## src/utfrv_pkg.sv

```systemverilog
// Package for the UTF-16 row validator: status codes, surrogate bounds,
// register indexes and the structs shared between the modules.
// Depends on nothing.
`default_nettype none
package utfrv_pkg;

   localparam int UNIT_W     = 16;
   localparam int SCALAR_W   = 8;
   localparam int ROWS_W     = 4;
   localparam int CSR_IDX_W  = 2;
   localparam int CSR_DATA_W = 8;
   localparam int MAX_ROWS_DEFAULT = 8;

   localparam logic [UNIT_W-1:0] UNIT_NEWLINE = 16'h000A;
   localparam logic [UNIT_W-1:0] HIGH_FIRST   = 16'hD800;
   localparam logic [UNIT_W-1:0] HIGH_LAST    = 16'hDBFF;
   localparam logic [UNIT_W-1:0] LOW_FIRST    = 16'hDC00;
   localparam logic [UNIT_W-1:0] LOW_LAST     = 16'hDFFF;

   localparam logic [SCALAR_W-1:0] MIN_SCALARS_RESET = 8'd2;
   localparam logic [SCALAR_W-1:0] MAX_SCALARS_RESET = 8'd128;
   localparam logic [SCALAR_W-1:0] SCALAR_SAT        = 8'hFF;
   localparam logic [ROWS_W-1:0]   ROWS_SAT          = 4'hF;

   typedef enum logic [CSR_IDX_W-1:0] {
      CSR_MIN_SCALARS = 2'd0,
      CSR_MAX_SCALARS = 2'd1
   } csr_index_type;

   typedef enum logic [2:0] {
      STATUS_OK            = 3'd0,
      STATUS_EMPTY_ROW     = 3'd1,
      STATUS_BAD_SURROGATE = 3'd2,
      STATUS_SCALAR_BOUNDS = 3'd3,
      STATUS_ROW_MISMATCH  = 3'd4
   } status_type;

   typedef struct packed {
      logic [SCALAR_W-1:0] min_scalars;
      logic [SCALAR_W-1:0] max_scalars;
   } cfg_type;

   typedef struct packed {
      logic [UNIT_W-1:0] code_unit;
      logic              unit_present;
      logic              region_end;
      logic [ROWS_W-1:0] expected_rows;
   } item_type;

   typedef struct packed {
      status_type        status;
      logic [ROWS_W-1:0] rows_found;
   } result_type;

endpackage
`default_nettype wire

```

## src/utfrv_csr.sv

```systemverilog
// Configuration registers of the UTF-16 row validator (scalar bounds).
// Depends on utfrv_pkg.
`default_nettype none
module utfrv_csr (
   input  wire logic                                clock,
   input  wire logic                                reset,
   input  wire logic                                csr_valid,
   output logic                                     csr_ready,
   input  wire logic [utfrv_pkg::CSR_IDX_W-1:0]     csr_index,
   input  wire logic [utfrv_pkg::CSR_DATA_W-1:0]    csr_data,
   output utfrv_pkg::cfg_type                       cfg
);

   logic [utfrv_pkg::SCALAR_W-1:0] min_ff, min_in;
   logic [utfrv_pkg::SCALAR_W-1:0] max_ff, max_in;

   assign csr_ready = 1'b1;

   always_comb begin
      min_in = min_ff;
      max_in = max_ff;
      if (csr_valid) begin
         case (csr_index)
            utfrv_pkg::CSR_MIN_SCALARS: min_in = csr_data;
            utfrv_pkg::CSR_MAX_SCALARS: max_in = csr_data;
            default: ; // drop writes beyond the register list
         endcase
      end
   end

   always_ff @(posedge clock) begin
      if (reset) begin
         min_ff <= utfrv_pkg::MIN_SCALARS_RESET;
         max_ff <= utfrv_pkg::MAX_SCALARS_RESET;
      end else begin
         min_ff <= min_in;
         max_ff <= max_in;
      end
   end

   assign cfg.min_scalars = min_ff;
   assign cfg.max_scalars = max_ff;

endmodule
`default_nettype wire

```

## src/utfrv_row_check.sv

```systemverilog
// Row state and per-unit update of the UTF-16 row validator: surrogate
// pairing, scalar and row tallies, sticky first error, region status.
// Depends on utfrv_pkg.
`default_nettype none
module utfrv_row_check #(
   parameter int MAX_ROWS = utfrv_pkg::MAX_ROWS_DEFAULT
) (
   input  wire logic                 clock,
   input  wire logic                 reset,
   input  wire logic                 advance,
   input  utfrv_pkg::item_type       item,
   input  utfrv_pkg::cfg_type        cfg,
   output utfrv_pkg::result_type     result
);

   localparam logic [utfrv_pkg::ROWS_W-1:0] MaxRows = utfrv_pkg::ROWS_W'(MAX_ROWS);

   logic                             pending_high_ff, pending_high_in;
   logic                             row_nonempty_ff, row_nonempty_in;
   logic                             row_bad_ff, row_bad_in;
   logic [utfrv_pkg::SCALAR_W-1:0]   scalar_tally_ff, scalar_tally_in;
   logic                             scalar_over_ff, scalar_over_in;
   logic [utfrv_pkg::ROWS_W-1:0]     row_tally_ff, row_tally_in;
   logic                             rows_over_ff, rows_over_in;
   utfrv_pkg::status_type            first_error_ff, first_error_in;
   utfrv_pkg::status_type            code;
   utfrv_pkg::status_type            status;
   logic                             is_high, is_low, take_scalar;

   always_comb begin
      pending_high_in = pending_high_ff;
      row_nonempty_in = row_nonempty_ff;
      row_bad_in      = row_bad_ff;
      scalar_tally_in = scalar_tally_ff;
      scalar_over_in  = scalar_over_ff;
      row_tally_in    = row_tally_ff;
      rows_over_in    = rows_over_ff;
      first_error_in  = first_error_ff;
      code            = utfrv_pkg::STATUS_OK;
      status          = utfrv_pkg::STATUS_OK;
      is_high = item.code_unit inside {[utfrv_pkg::HIGH_FIRST:utfrv_pkg::HIGH_LAST]};
      is_low  = item.code_unit inside {[utfrv_pkg::LOW_FIRST:utfrv_pkg::LOW_LAST]};
      take_scalar = 1'b0;

      if (item.unit_present) begin
         if (item.code_unit == utfrv_pkg::UNIT_NEWLINE) begin
            // close the row; later rows are ignored once an error sticks
            if (first_error_ff == utfrv_pkg::STATUS_OK) begin
               if (!row_nonempty_ff)
                  code = utfrv_pkg::STATUS_EMPTY_ROW;
               else if (row_bad_ff || pending_high_ff)
                  code = utfrv_pkg::STATUS_BAD_SURROGATE;
               else if (scalar_over_ff || scalar_tally_ff < cfg.min_scalars ||
                        scalar_tally_ff > cfg.max_scalars)
                  code = utfrv_pkg::STATUS_SCALAR_BOUNDS;
               if (code != utfrv_pkg::STATUS_OK) begin
                  first_error_in = code;
               end else begin
                  if (row_tally_ff >= MaxRows)
                     rows_over_in = 1'b1;
                  if (row_tally_ff != utfrv_pkg::ROWS_SAT)
                     row_tally_in = row_tally_ff + 1'b1;
               end
            end
            pending_high_in = 1'b0;
            row_nonempty_in = 1'b0;
            row_bad_in      = 1'b0;
            scalar_tally_in = '0;
            scalar_over_in  = 1'b0;
         end else begin
            row_nonempty_in = 1'b1;
            if (pending_high_ff && is_low) begin
               // low half completes the pair, already counted
               pending_high_in = 1'b0;
            end else begin
               if (pending_high_ff)
                  row_bad_in = 1'b1;
               pending_high_in = is_high;
               if (is_low)
                  row_bad_in = 1'b1;
               take_scalar = 1'b1;
            end
            if (take_scalar) begin
               if (scalar_tally_ff == utfrv_pkg::SCALAR_SAT)
                  scalar_over_in = 1'b1;
               else
                  scalar_tally_in = scalar_tally_ff + 1'b1;
            end
         end
      end

      if (item.expected_rows == '0)
         status = utfrv_pkg::STATUS_OK;
      else if (first_error_in != utfrv_pkg::STATUS_OK)
         status = first_error_in;
      else if (rows_over_in || item.expected_rows > MaxRows ||
               row_tally_in != item.expected_rows)
         status = utfrv_pkg::STATUS_ROW_MISMATCH;

      result.status     = status;
      result.rows_found = row_tally_in;

      if (item.region_end) begin
         pending_high_in = 1'b0;
         row_nonempty_in = 1'b0;
         row_bad_in      = 1'b0;
         scalar_tally_in = '0;
         scalar_over_in  = 1'b0;
         row_tally_in    = '0;
         rows_over_in    = 1'b0;
         first_error_in  = utfrv_pkg::STATUS_OK;
      end
   end

   always_ff @(posedge clock) begin
      if (reset) begin
         pending_high_ff <= 1'b0;
         row_nonempty_ff <= 1'b0;
         row_bad_ff      <= 1'b0;
         scalar_tally_ff <= '0;
         scalar_over_ff  <= 1'b0;
         row_tally_ff    <= '0;
         rows_over_ff    <= 1'b0;
         first_error_ff  <= utfrv_pkg::STATUS_OK;
      end else if (advance) begin
         pending_high_ff <= pending_high_in;
         row_nonempty_ff <= row_nonempty_in;
         row_bad_ff      <= row_bad_in;
         scalar_tally_ff <= scalar_tally_in;
         scalar_over_ff  <= scalar_over_in;
         row_tally_ff    <= row_tally_in;
         rows_over_ff    <= rows_over_in;
         first_error_ff  <= first_error_in;
      end
   end

endmodule
`default_nettype wire

```

## src/utf16_row_validator.sv

```systemverilog
// UTF-16 row validator.
// req_ channel: one transaction per code unit (code_unit, unit_present,
//   region_end, expected_rows). An item with region_end set closes the
//   region; with unit_present clear it carries no unit.
// rsp_ channel: one transaction per region, on its region_end item, with
//   status (0 ok, 1 empty row, 2 bad surrogate, 3 scalar bounds, 4 row count
//   mismatch) and rows_found. Other items give no transaction.
// csr_ channel: index 0 writes min_scalars, index 1 max_scalars; other
//   indexes are dropped. Write only while the block is idle.
// Pipeline: an input register, then one pass of row logic into the result
//   register. rsp_valid rises once the region_end item leaves the input
//   register and its result is registered. Throughput is one code unit per
//   cycle while no region_end item is held back by a waiting result, set by the single state update in the row logic.
// Stall: while a result waits on rsp_ready, units that give no result keep
//   flowing; a second region_end item holds in the input register, and
//   req_ready drops only then.
// Reset: clears both pipeline valids and the row state, and loads
//   min_scalars 2 and max_scalars 128.
// Depends on utfrv_pkg, utfrv_csr, utfrv_row_check.
`default_nettype none
module utf16_row_validator #(
   parameter int MAX_ROWS = utfrv_pkg::MAX_ROWS_DEFAULT
) (
   input  wire logic                              clock,
   input  wire logic                              reset,
   input  wire logic                              req_valid,
   output logic                                   req_ready,
   input  wire logic [utfrv_pkg::UNIT_W-1:0]      req_code_unit,
   input  wire logic                              req_unit_present,
   input  wire logic                              req_region_end,
   input  wire logic [utfrv_pkg::ROWS_W-1:0]      req_expected_rows,
   output logic                                   rsp_valid,
   input  wire logic                              rsp_ready,
   output logic [2:0]                             rsp_status,
   output logic [utfrv_pkg::ROWS_W-1:0]           rsp_rows_found,
   input  wire logic                              csr_valid,
   output logic                                   csr_ready,
   input  wire logic [utfrv_pkg::CSR_IDX_W-1:0]   csr_index,
   input  wire logic [utfrv_pkg::CSR_DATA_W-1:0]  csr_data
);

   utfrv_pkg::cfg_type     cfg;
   utfrv_pkg::item_type    item_ff, item_in;
   utfrv_pkg::result_type  result;
   utfrv_pkg::result_type  rsp_ff;
   logic                   in_valid_ff, in_valid_in;
   logic                   out_valid_ff, out_valid_in;
   logic                   advance, req_fire;

   utfrv_csr u_csr (
      .clock     (clock),
      .reset     (reset),
      .csr_valid (csr_valid),
      .csr_ready (csr_ready),
      .csr_index (csr_index),
      .csr_data  (csr_data),
      .cfg       (cfg)
   );

   utfrv_row_check #(
      .MAX_ROWS (MAX_ROWS)
   ) u_row_check (
      .clock   (clock),
      .reset   (reset),
      .advance (advance),
      .item    (item_ff),
      .cfg     (cfg),
      .result  (result)
   );

   // a held item moves on unless it makes a result that has nowhere to go
   assign advance   = in_valid_ff && (!item_ff.region_end || !out_valid_ff || rsp_ready);
   assign req_ready = !in_valid_ff || advance;
   assign req_fire  = req_valid && req_ready;

   always_comb begin
      item_in.code_unit     = req_code_unit;
      item_in.unit_present  = req_unit_present;
      item_in.region_end    = req_region_end;
      item_in.expected_rows = req_expected_rows;
      in_valid_in = req_fire ? 1'b1 : (advance ? 1'b0 : in_valid_ff);
      if (advance && item_ff.region_end)
         out_valid_in = 1'b1;
      else if (rsp_ready)
         out_valid_in = 1'b0;
      else
         out_valid_in = out_valid_ff;
   end

   always_ff @(posedge clock) begin
      if (reset) begin
         in_valid_ff  <= 1'b0;
         out_valid_ff <= 1'b0;
      end else begin
         in_valid_ff  <= in_valid_in;
         out_valid_ff <= out_valid_in;
      end
   end

   always_ff @(posedge clock) begin
      if (req_fire)
         item_ff <= item_in;
      if (advance && item_ff.region_end)
         rsp_ff <= result;
   end

   assign rsp_valid      = out_valid_ff;
   assign rsp_status     = rsp_ff.status;
   assign rsp_rows_found = rsp_ff.rows_found;

endmodule
`default_nettype wire

```

## config.mk

```make
export PLATFORM = sky130hd
export DESIGN_NAME = utf16_row_validator
export DESIGN_NICKNAME = d
export VERILOG_FILES = /design/src/utfrv_pkg.sv /design/src/utfrv_csr.sv /design/src/utfrv_row_check.sv /design/src/utf16_row_validator.sv
export SDC_FILE = /design/constraint.sdc
export NUM_CORES = 1
export LEC_CHECK = 0
export BUFFER_PORTS_ARGS = -buffer_cell sky130_fd_sc_hd__buf_2
export CAP_MARGIN = 20
export CORE_ASPECT_RATIO = 0.9
export CORE_MARGIN = 3
export CORE_UTILIZATION = 43
export DETAILED_ROUTE_END_ITERATION = 16
export PLACE_DENSITY = 0.66
export SLEW_MARGIN = 20
export SYNTH_ARGS = -nofsm -noshare
export SYNTH_HDL_FRONTEND = slang
export SYNTH_SLANG_ARGS = --single-unit
```

## constraint.sdc

```tcl
create_clock -name clock -period 2.79 [get_ports clock]
set_input_delay 0.279 -clock clock [delete_from_list [all_inputs] [get_ports clock]]
set_output_delay 0.279 -clock clock [all_outputs]
set_load 0.02 [all_outputs]
```

Word-level counts from Yosys, hierarchy flattened:

Index checks and enable logic that the tools add are counted.

* reductions and logical operators: 34
* muxes and demuxes: 55
* eq/ne operators: 7
* add/subtract/negate cells: 2
* $lt $le $gt $ge: 8

Operators by type and width (number)
* 8-bit two-way mux: 5
* 3-bit two-way mux: 12
* 16-bit greater-or-equal comparator, second input constant: 2
* 16-bit less-or-equal comparator, second input constant: 2
* 1-bit two-way mux: 31
* 4-bit two-way mux: 6
* 16-bit by 4-bit == test with 1-bit output, second input constant: 1
* 4-bit AND reduction: 3
* 3-bit nonzero test: 4
* 8-bit by 1-bit adder with 8-bit output, second input constant: 1
* 8-bit == test, second input constant: 1
* 8-bit > comparator: 1
* 1-bit logical OR: 8
* 8-bit less-than comparator: 1
* 1-bit logical AND: 6
* 3-bit by 2-bit inequality test with 1-bit output, second input constant: 2
* 2-bit AND reduction: 3
* 2-bit nonzero test: 3
* 4-bit by 1-bit adder with 4-bit output, second input constant: 1
* 4-bit greater-or-equal comparator, second input constant: 1
* 4-bit > comparator, second input constant: 1
* 4-bit logical NOT: 1
* 4-bit inequality test: 1
* 4-bit inequality test, second input constant: 1
* 6 further kinds: 8

* output and inout bits: 10
* input bits: 37
* flip-flop bits (word level): 67
* logic and storage cells: 124

Logic depth before layout (Yosys ltp):

Gate-level depths: netlist of the first run.

* depth in word-level cells: 18
* gate-level depth with buffers: 11
* mapped depth without buffers: 11

Hierarchy:

From an unflattened synthesis of the first run, not the netlist that was laid out.

* cell total of the unflattened synthesis: 325
* area total of the unflattened synthesis: 3440.8 sq um

Modules (own cells, without submodules)
* utfrv_row_check: area each 1759.2 sq um, cells an instance 216, times used 1, sequential area each 400.4 sq um
* utf16_row_validator: area each 974.7 sq um, cells an instance 41, times used 1, sequential area each 910.9 sq um
* utfrv_csr: area each 706.9 sq um, cells an instance 68, times used 1, sequential area each 320.3 sq um

Least setup slack after synthesis of the first run:

No wires, ideal clock.

* kind: reg-to-reg
* from: register u_csr.max_ff[5] (netlist bit)
* to: register rsp_ff, in the netlist rsp_status[2] (data pin)
* path buffers: 1
* data required time: 2529 ps
* cell stages (with the launch flop): 11
* path slack: 249 ps
* data arrival time: 2281 ps
* library setup time: 261 ps
* clock period less this slack: 2541 ps
* cells stage by stage: dfxtp_1 > inv_1 > ha_1 > a211oi_1 > o2111a_1 > o211a_1 > buf_6 > nand2_4 > mux2_4 > xor2_1 > o311a_1

RTL lines
* from (decl): line utfrv_csr.sv:15 `logic [utfrv_pkg::SCALAR_W-1:0] max_ff, max_in;`
* from (signal assigned): line utfrv_csr.sv:34 `max_ff <= utfrv_pkg::MAX_SCALARS_RESET;`
* from (signal assigned): line utfrv_csr.sv:37 `max_ff <= max_in;`
* to (signal assigned): line utf16_row_validator.sv:104 `rsp_ff <= result;`
* to (decl): line utf16_row_validator.sv:45 `utfrv_pkg::result_type rsp_ff;`

==> flow_summary.ini, run 1 <==
[outcome]
run_status = finished clean

[floorplan]
die_area_mm2 = 0.00838
initial_core_util_pct = 46.1
core_region_area_mm2 = 0.00683
die_w_um = 96.2
die_h_um = 87.2
fp-row-count = 28
pin_count = 47

[sta]
fin_ws_ns = 0.157
fmaxAchievable_mhz = 380
max_slew_violation_count = 0
final_hold_viol_count = 0
final.setup.tns_ns = 0
tightest_slew_ns = 0.674
grt_setup_unrepaired = false
slew_headroom_pct = 55.0
timing.final.crit_share_pct = 94.4
fin_worst_skew_ns = 0.00667
finalCriticalPeriod_ns = 2.63
setup_viol_count_final = 0

[cts]
clock_tree.buffer_depth = 2
clk_latency_ns = 0.35
cts_tree = built
cts_buffers = 9
root_buffer = clkbuf_8
cts.sink_count = 67
cts_htree_levels = 3
clk_pin_slew_worst_paths_ns = 0.07

[place]
dp_slack_ns = 0.0387
dp.cells = 439
post_dp_cell_area_mm2 = 0.00349
buffer_ports.inserted = 45
detailed_place_hpwl_um = 4440
gp_congestion = 0.850

[finish]
multi_input_area_mm2 = 0.00145
final-instance-count-excl-fill = 456
insertedDiodeCount = 0
layout-drive-gt1-share_pct = 23.0
final_design_area_no_fill_mm2 = 0.00378
final-seq-area_mm2 = 0.00163
nFillCells = 619
area.growth.synth_to_final_pct = 20.1
finish.net_count = 416
utilization_pct = 55.3

[critical_path]
crit_path_max_fanout = 4
worstSetupPathType = reg -> reg
critPathRequiredTime_ns = 2.89
end_kind = flop
startpoint_type = flop
cp_data_arrival_time_ns = 2.73

[logic_synthesis]
synth.top_cells.by_area = edfxtp_1 28%, dfxtp_1 24%, ha_1 7.2%
synthesis.area_per_instance_um2 = 10.3
post_synth_instance_area_mm2 = 0.00315
synth.top_cells.by_count = 48 x nor2_1, 38 x dfxtp_1, 29 x edfxtp_1, 24 x a21oi_1, 23 x inv_1
share_of_the_synthesized_area_in_the_top_cell_type_pct = 27.7
synth_sequential_area_ratio_pct = 51.8
synth_top_flop_cell = dfxtp_1
yosysUniqueCellTypes = 47
post-synth-top-area-cell = edfxtp_1
postSynth.asyncResetShare_pct = 0
number_of_synthesized_register_bits = 67
synthMostInstantiatedCell = nor2_1
mapped_cells = 307
yosys_warnings = 0
number_of_synthesized_flops_with_an_enable_pin = 29
synth_fp_nets = 362

[route]
via_count = 2364
drtAntennaViolNets = 0
drc = 0
drt-wirelength-per-cell_um = 13.0
viasPerCell = 5.18
firstDrtPassIters = 4
finalWirelength_um = 5950
detailedRoute.firstIterationViolations = 87

[global_route]
maximum_number_of_pins_on_one_net_before_global_route_repair = 30
globalRoute.totalOverflow = 0
antenna_violations_before_repair = 0
grt_pass1_wl_um = 9920
grt_util_all_layers_pct = 15.6
first_global_vias = 2218

[job]
drv.max_cap_violation_count = 0

[power]
power_per_cell_area_mw_per_mm2 = 556
power.static_leakage_nw = 1.52
vdd.ir_drop.worst_mv = 0.416

[worst_hold_path]
worstHoldPathType = in -> reg
-- where the power goes --
group	total [mW]	switching, mW	internal (mW)
combinational	0.134	0.0766	0.0573
clock	0.890	0.382	0.508
sequential	1.08	0.0203	1.06
total	2.10	0.479	1.62
-- logic make-up after synthesis --
group                    Yosys count  share of synthesized area, %
multiplexers                      10                          3.38
other                              1                         0.119
XOR/XNOR                          11                          3.06
buffers and inverters             31                          4.05
AO/OA/AOI/OAI                     58                          11.9
adder cells (fa/ha/maj)           18                          7.15
flip-flops                        67                          51.8
AND/OR/NAND/NOR                  111                          18.5
-- flip-flops by register name, summed over array words and instances, names as in the netlist, 3 cells and up --
signal and flops:
item_ff 22, rsp_rows_found 4, rsp_status 3, u_csr.max_ff 8, u_csr.min_ff 8, u_row_check.first_error_ff 3, u_row_check.row_tally_ff 4, u_row_check.scalar_tally_ff 8
-- cells in the final DEF, fill, tap and decap left out, types with 5 or more instances in the layout --
cell,count
nand4_1,7
nand2b_1,5
xor2_1,6
dfxtp_1,38
o21ai_0,6
edfxtp_1,29
buf_2,45
clkbuf_8,9
nand2_1,14
buf_4,6
mux2i_1,8
nor2_1,48
xnor2_1,5
a21oi_1,24
inv_1,23
nand3_1,7
ha_1,18
-- path summary, 6_finish.rpt --
check,to,cells past startpoint,startpoint,slack (ns)
hold / removal,item_ff[9],1,req_code_unit[3],0.10
setup reg to reg,rsp_status[2],11,u_csr.min_ff[2],0.16
hold reg to reg,u_row_check.row_nonempty_ff,2,u_row_check.row_nonempty_ff,0.48
setup / recovery,rsp_status[2],11,u_csr.min_ff[2],0.16
-- critical path, cell delays in order (launching register included) --
cell and delay [ns]:
dfxtp_1 0.31, inv_1 0.04, ha_1 0.30, a211o_1 0.26
a31oi_1 0.26, o31ai_4 0.14, o2111ai_2 0.12, mux2i_1 0.30
inv_1 0.10, mux2_1 0.21, a31oi_1 0.04, o311a_1 0.30
-- area by class of cell --
class	instances	area share (%)
Sequential cell	67	43.2
Multi-Input combinational cell	209	38.5
Timing Repair Buffer	51	7.15
Clock buffer	9	3.28
Tap cell	90	2.98
Clock inverter	7	2.68
Inverter	23	2.28
-- metal layers --
layer  routed length (um)  vias up  track usage [%]
met5                    0        -                0
met4                  114        0             6.46
met3                  349       13             5.45
met2                 2680       60             23.1
met1                 2800     1088             20.6
li1                     -     1203                -
-- through the flow --
step	power, mW	hold WS (ns)
floorplan	1.17	0.378
global placement	1.22	0.456
detailed placement	1.22	0.457
CTS	2.12	0.0811
global route	2.19	0.0790
finish	2.10	0.100
-- repair_timing --
| action | CTS | global route |
|---|---|---|
| buffers inserted | 0 | 1 |
| hold buffers | 0 | 0 |
| setup endpoints to repair | 0 | 1 |
| gates resized for setup | 0 | 9 |
Power figures use the tool's default switching activity.
==> run 2, diff against run 1 <==
- ABC_AREA: default -> 1
==> run 2 against run 1 <==
Effect of this change: flip-flop and latch count did not move; design area shrank 0.93%; register-to-register slack better by 0.20 ns; final cell count increased by 18%; synthesized cell count rose by 28%; critical path depth up 4; synthesized area up 4.1%; fmax up 8.2%; die area is 3.8% higher.
==> flow_summary.ini, run 2 <==
[outcome]
run_status = finished clean

[route]
via_count = 2599
finalWirelength_um = 6290
viasPerCell = 4.81
drtAntennaViolNets = 0
drt-wirelength-per-cell_um = 11.6
drc = 0
detailedRoute.firstIterationViolations = 129
firstDrtPassIters = 4

[critical_path]
critPathMaxStageDelay_ns = 0.31
critPathBufInv = 1
critical_path.top_delay_family = simple AND/OR/NAND/NOR gates
cp_data_arrival_time_ns = 2.53
end_kind = flop
critPathRequiredTime_ns = 2.89
worstSetupPathType = reg -> reg
critical_path.cell_chain = inv_1, ha_1, nand2_1, nor2_1, nand4_1, nand2_1, nand3_2, nor2_2, nand4_1, nand3_1, nand2_1, nor2_1, nand3_1, nand2_1, a21oi_2
crit_path_max_fanout = 11
startpoint_type = flop
worst_path_most_repeated_cell = nand2_1
crit_slowest_cell = dfxtp_1

[logic_synthesis]
post_synth_instance_area_mm2 = 0.00328
synth_fp_nets = 447
synthesis.area_per_instance_um2 = 8.36
mapped_cells = 392
synth.top_cells.by_area = edfxtp_1 27%, dfxtp_1 23%, inv_1 8.4%
number_of_synthesized_flops_with_an_enable_pin = 29
yosys_warnings = 0
number_of_synthesized_register_bits = 67
synth_sequential_area_ratio_pct = 49.8
share_of_the_synthesized_area_in_the_top_cell_type_pct = 26.6
post-synth-top-area-cell = edfxtp_1
yosysUniqueCellTypes = 36
synthMostInstantiatedCell = inv_1
synth_top_flop_cell = dfxtp_1
postSynth.asyncResetShare_pct = 0
synth.top_cells.by_count = 73 x inv_1, 67 x nand2_1, 38 x dfxtp_1, 37 x nor2_1, 32 x a21oi_1

[sta]
final_hold_viol_count = 0
grt_setup_unrepaired = false
final.setup.tns_ns = 0
fmaxAchievable_mhz = 411
fin_worst_skew_ns = 0.00646
timing.final.crit_share_pct = 87.2
setup_viol_count_final = 0
slew_headroom_pct = 43.7
tightest_slew_ns = 0.844
max_slew_violation_count = 0
finalCriticalPeriod_ns = 2.43

[cts]
clk_latency_ns = 0.35
clock_tree.buffer_depth = 2
hold_buffer_count_at_cts = 0
cts_setup_buffers = 0
cts_buffers = 9
cts_tree = built
cts.sink_count = 67
ctsResizeCount = 0
clk_pin_slew_worst_paths_ns = 0.07
root_buffer = clkbuf_8
cts_htree_levels = 3

[power]
p_sw_share_pct = 24.9
pwr-share-comb_pct = 7.8
power.share.sequential_pct = 56.6
p_switching_uw = 475
power_per_cell_area_mw_per_mm2 = 509
power.static_leakage_nw = 1.67
vdd.ir_drop.worst_mv = 0.223
portion_of_total_power_attributed_to_the_clock_network_pct = 35.6
intPower_mw = 1.43

[floorplan]
die_h_um = 88.8
core_region_area_mm2 = 0.00722
die_w_um = 98.0
initial_core_util_pct = 45.4
fp-row-count = 29
die_area_mm2 = 0.00871
pin_count = 47

[global_route]
grt_util_all_layers_pct = 16.3
maximum_number_of_pins_on_one_net_before_global_route_repair = 23
first_global_vias = 2447
grt_pass1_wl_um = 11200
antenna_violations_before_repair = 0
globalRoute.totalOverflow = 0

[worst_hold_path]
worstHoldPathType = in -> reg

[place]
buffer_ports.inserted = 45
detailed_place_hpwl_um = 4770
gp_congestion = 0.871
dp.cells = 524

[finish]
final_cell_mix = 73 x inv_1, 67 x nand2_1, 45 x buf_2
nFillCells = 686
finish.net_count = 497
registers.top_by_ff_count = item_ff
area.growth.synth_to_final_pct = 14.3
insertedDiodeCount = 0
layout.cells.most_common = inv_1
final-instance-count-excl-fill = 540
layout-drive-gt1-share_pct = 17.4
largest_register_ffs = 22

[job]
drv.max_cap_violation_count = 0
-- run 2: cell type report --
class / instances / area (um2) / share of cell area, %
clock buffers: 10 / 128 / 3.41
clock inverters: 6 / 32.5 / 0.869
inverters: 76 / 285 / 7.62
multi-input cells: 243 / 1330 / 35.4
flip-flops and latches: 67 / 1630 / 43.6
well taps: 93 / 116 / 3.11
repair buffers: 45 / 225 / 6.01
-- run 2: path summary, 6_finish.rpt --
| check | slack (ns) | depth (start not counted) | from | end |
|---|---|---|---|---|
| hold / removal | 0.10 | 1 | req_code_unit[13] | item_ff[19] |
| hold reg to reg | 0.46 | 2 | u_row_check.row_bad_ff | u_row_check.row_bad_ff |
| setup / recovery | 0.36 | 15 | u_csr.max_ff[7] | rsp_status[2] |
| setup reg to reg | 0.36 | 15 | u_csr.max_ff[7] | rsp_status[2] |
-- run 2: power groups by stage --
| stage | clock [mW] | combinational (mW) | sequential, mW |
|---|---|---|---|
| global placement | 0 | 0.147 | 1.10 |
| CTS | 0.713 | 0.151 | 1.08 |
| detailed placement | 0 | 0.150 | 1.10 |
| floorplan | 0 | 0.0981 | 1.10 |
| finish | 0.678 | 0.149 | 1.08 |
| global route | 0.757 | 0.175 | 1.08 |
-- run 2: worst register-to-register path, cell delays in order (launching register included) --
cell and delay, ns:
dfxtp_1 0.31, inv_1 0.05, ha_1 0.29, nand2_1 0.07, nor2_1 0.16, nand4_1 0.11
nand2_1 0.13, nand3_2 0.08, nor2_2 0.29, nand4_1 0.19, nand3_1 0.13, nand2_1 0.06
nor2_1 0.11, nand3_1 0.08, nand2_1 0.08, a21oi_2 0.05
-- run 2: metrics by stage --
stage                     util (%)  setup WS (ns)  instance area (um2)  power, mW  hold WS, ns
after global routing          51.9         0.0691                 3740       2.01       0.0799
after CTS                     51.9          0.369                 3740       1.94       0.0765
final                         51.9          0.356                 3740       1.90        0.103
after detailed placement      49.6          0.404                 3580       1.25        0.448
after global placement        49.6          0.443                 3580       1.25        0.445
after floorplan                  -          0.729                 3280       1.20        0.378
-- run 2: logic make-up after synthesis --
group | Yosys count | share of synthesized area (%)
DFF | 67 | 49.8
buffers and inverters | 82 | 9.74
and+or+nand+nor | 155 | 21.5
adders and majority gates | 18 | 6.87
other | 1 | 0.114
AOI/OAI and AO/OA | 69 | 12.0
-- run 2: per-layer routing --
layer,GRT usage [%],vias up,share of wire [%],wire [um]
li1,-,1388,-,-
met1,21.6,1142,51,3180
met2,25.3,61,42,2670
met3,4.41,8,5.4,342
met4,7.30,0,1.6,102
met5,0,-,0,0
==> run 3, diff against run 2 <==
- CORE_ASPECT_RATIO: 0.9 -> default
- CORE_UTILIZATION: 43 -> 57
- PLACE_DENSITY: 0.66 -> 0.83
==> run 3 against run 2 <==
Effect of this change: routed wire length increased by 1.4%; highest routed layer unchanged; largest cell class unchanged; combinational power about the same; hold slack got worse by 0.0051 ns; via count increased by 1.5%; total power increased by 12%.
==> flow_summary.ini, run 3 (synthesis results as in run 2) <==
[cts]
cts_htree_levels = 3
cts_tree = built
clock_tree.buffer_depth = 2
hold_buffer_count_at_cts = 0
clk_pin_slew_worst_paths_ns = 0.08
cts_buffers = 9
root_buffer = clkbuf_8
cts.sink_count = 67
clk_latency_ns = 0.35
ctsResizeCount = 0
cts_setup_buffers = 0

[sta]
tightest_slew_ns = 0.828
timing.final.crit_share_pct = 87.2
final_hold_viol_count = 0
grt_setup_unrepaired = false
slew_headroom_pct = 44.7
setup_viol_count_final = 0
max_slew_violation_count = 0
finalCriticalPeriod_ns = 2.43
fmaxAchievable_mhz = 411
final.setup.tns_ns = 0
fin_worst_skew_ns = 0.00855

[place]
gp_congestion = 0.921
detailed_place_hpwl_um = 4780
buffer_ports.inserted = 45
dp.cells = 501
post_dp_cell_area_mm2 = 0.00356

[global_route]
first_global_vias = 2460
grt_pass1_wl_um = 10700
antenna_violations_before_repair = 0
maximum_number_of_pins_on_one_net_before_global_route_repair = 23
grt_util_all_layers_pct = 21.6
globalRoute.totalOverflow = 0

[floorplan]
die_area_mm2 = 0.00669
core_region_area_mm2 = 0.00534
pin_count = 47
die_w_um = 81.8
fp-row-count = 26
die_h_um = 81.8
initial_core_util_pct = 61.4

[power]
total_power_mw = 2.13
p_sw_share_pct = 23.6
portion_of_total_power_attributed_to_the_clock_network_pct = 42.2
vdd.ir_drop.worst_mv = 0.420
power_per_cell_area_mw_per_mm2 = 562
intPower_mw = 1.62
power.share.sequential_pct = 50.7
pwr-share-comb_pct = 7.1
power.static_leakage_nw = 1.69
p_switching_uw = 503

[critical_path]
worstSetupPathType = reg -> reg
startpoint = u_row_check.scalar_tally_ff[3]
regToRegEndpoint = rsp_status[2]
worst_path_most_repeated_cell = nand2_1
regToRegStartpoint = u_row_check.scalar_tally_ff[3]
end_kind = flop
crit_path_max_fanout = 11
worstSetupEndpoint = rsp_status[2]
worst-path-stages = 17
critPathMaxStageDelay_ns = 0.42
startpoint_type = flop
critPathBufInv = 1
cp_data_arrival_time_ns = 2.54
critPathRequiredTime_ns = 2.90
critical_path.top_delay_family = simple AND/OR/NAND/NOR gates
r2r_slack_ns = 0.36
critical_path.cell_chain = ha_1, nand2_1, inv_1, nand2_1, nand2_1, nand2_1, nand2_1, nand2_1, nand3_2, nor2_2, nand4_1, nand3b_1, nand2_1, nor2_1, nand3_1, nand2_1, a21oi_2
worstRegToRegCells = 17
crit_slowest_cell = dfxtp_1

[route]
drtAntennaViolNets = 0
drc = 0
via_count = 2637
detailedRoute.firstIterationViolations = 214
finalWirelength_um = 6370
viasPerCell = 5.10
drt-wirelength-per-cell_um = 12.3
firstDrtPassIters = 4

[finish]
layout-drive-gt1-share_pct = 17.7
largest_register_ffs = 22
final_design_area_no_fill_mm2 = 0.00378
final-instance-count-excl-fill = 517
registers.top_by_ff_count = item_ff
final-seq-area_mm2 = 0.00163
layout.cells.most_common = inv_1
multi_input_area_mm2 = 0.00133
final_cell_mix = 73 x inv_1, 67 x nand2_1, 45 x buf_2
insertedDiodeCount = 0
finish.net_count = 497
nFillCells = 425
area.growth.synth_to_final_pct = 15.4

[job]
drv.max_cap_violation_count = 0

[worst_hold_path]
worstHoldPathType = in -> reg
holdCritStartpoint = req_expected_rows[2]

[outcome]
run_status = finished clean
run 3: changes by cell type in the layout (fill, tap and decap cells not counted):
cell        change
clkinv_4        +2
clkbuf_1        -1
bufinv_16       +2
clkinvlp_4      +1
inv_6           +1
clkinv_2        -5
run 3: power by group through the flow:
stage | Clock [mW] | Combinational, mW | Sequential, mW
floorplan | 0 | 0.0981 | 1.10
global placement | 0 | 0.146 | 1.10
detailed placement | 0 | 0.150 | 1.10
CTS | 0.911 | 0.152 | 1.08
global route | 0.956 | 0.176 | 1.08
finish | 0.897 | 0.152 | 1.08
run 3: stage by stage:
step                      hold WS [ns]  setup slack, ns  utilization, %
after floorplan                  0.378            0.729               -
after CTS                       0.0856            0.393            70.9
final                           0.0975            0.358            70.9
after detailed placement         0.445            0.408            66.7
after global placement           0.444            0.479            66.7
after global routing            0.0766           0.0474            70.9
run 3: cell type report:
type	count	share of cell area, %
clock inverter	7	2.68
sequential	67	43.2
inverter	76	7.54
multi-input combinational	243	35.1
timing repair buffer	45	5.96
tap	70	2.32
clock buffer	9	3.28
run 3: how the worst min path moves through the flow:
stage,end,cells after the start
finish,item_ff[2],1
CTS,item_ff[3],1
global placement,u_row_check.row_bad_ff,2
floorplan,item_ff[0],0
detailed placement,u_row_check.row_bad_ff,2
global route,item_ff[14],1
run 3: worst register-to-register path, cell delays in order (launching register included):
cell,delay [ns]
dfxtp_1,0.42
ha_1,0.28
nand2_1,0.07
inv_1,0.05
nand2_1,0.06
nand2_1,0.05
nand2_1,0.06
nand2_1,0.05
nand2_1,0.10
nand3_2,0.08
nor2_2,0.33
nand4_1,0.16
nand3b_1,0.13
nand2_1,0.06
nor2_1,0.10
nand3_1,0.07
nand2_1,0.07
a21oi_2,0.05
run 3: per-layer routing:
layer	vias to the layer above	track usage, %	wire (um)
li1	1387	-	-
met1	1166	27.8	2890
met2	78	32.6	2950
met3	6	8.00	452
met4	0	9.14	91
met5	-	0	0
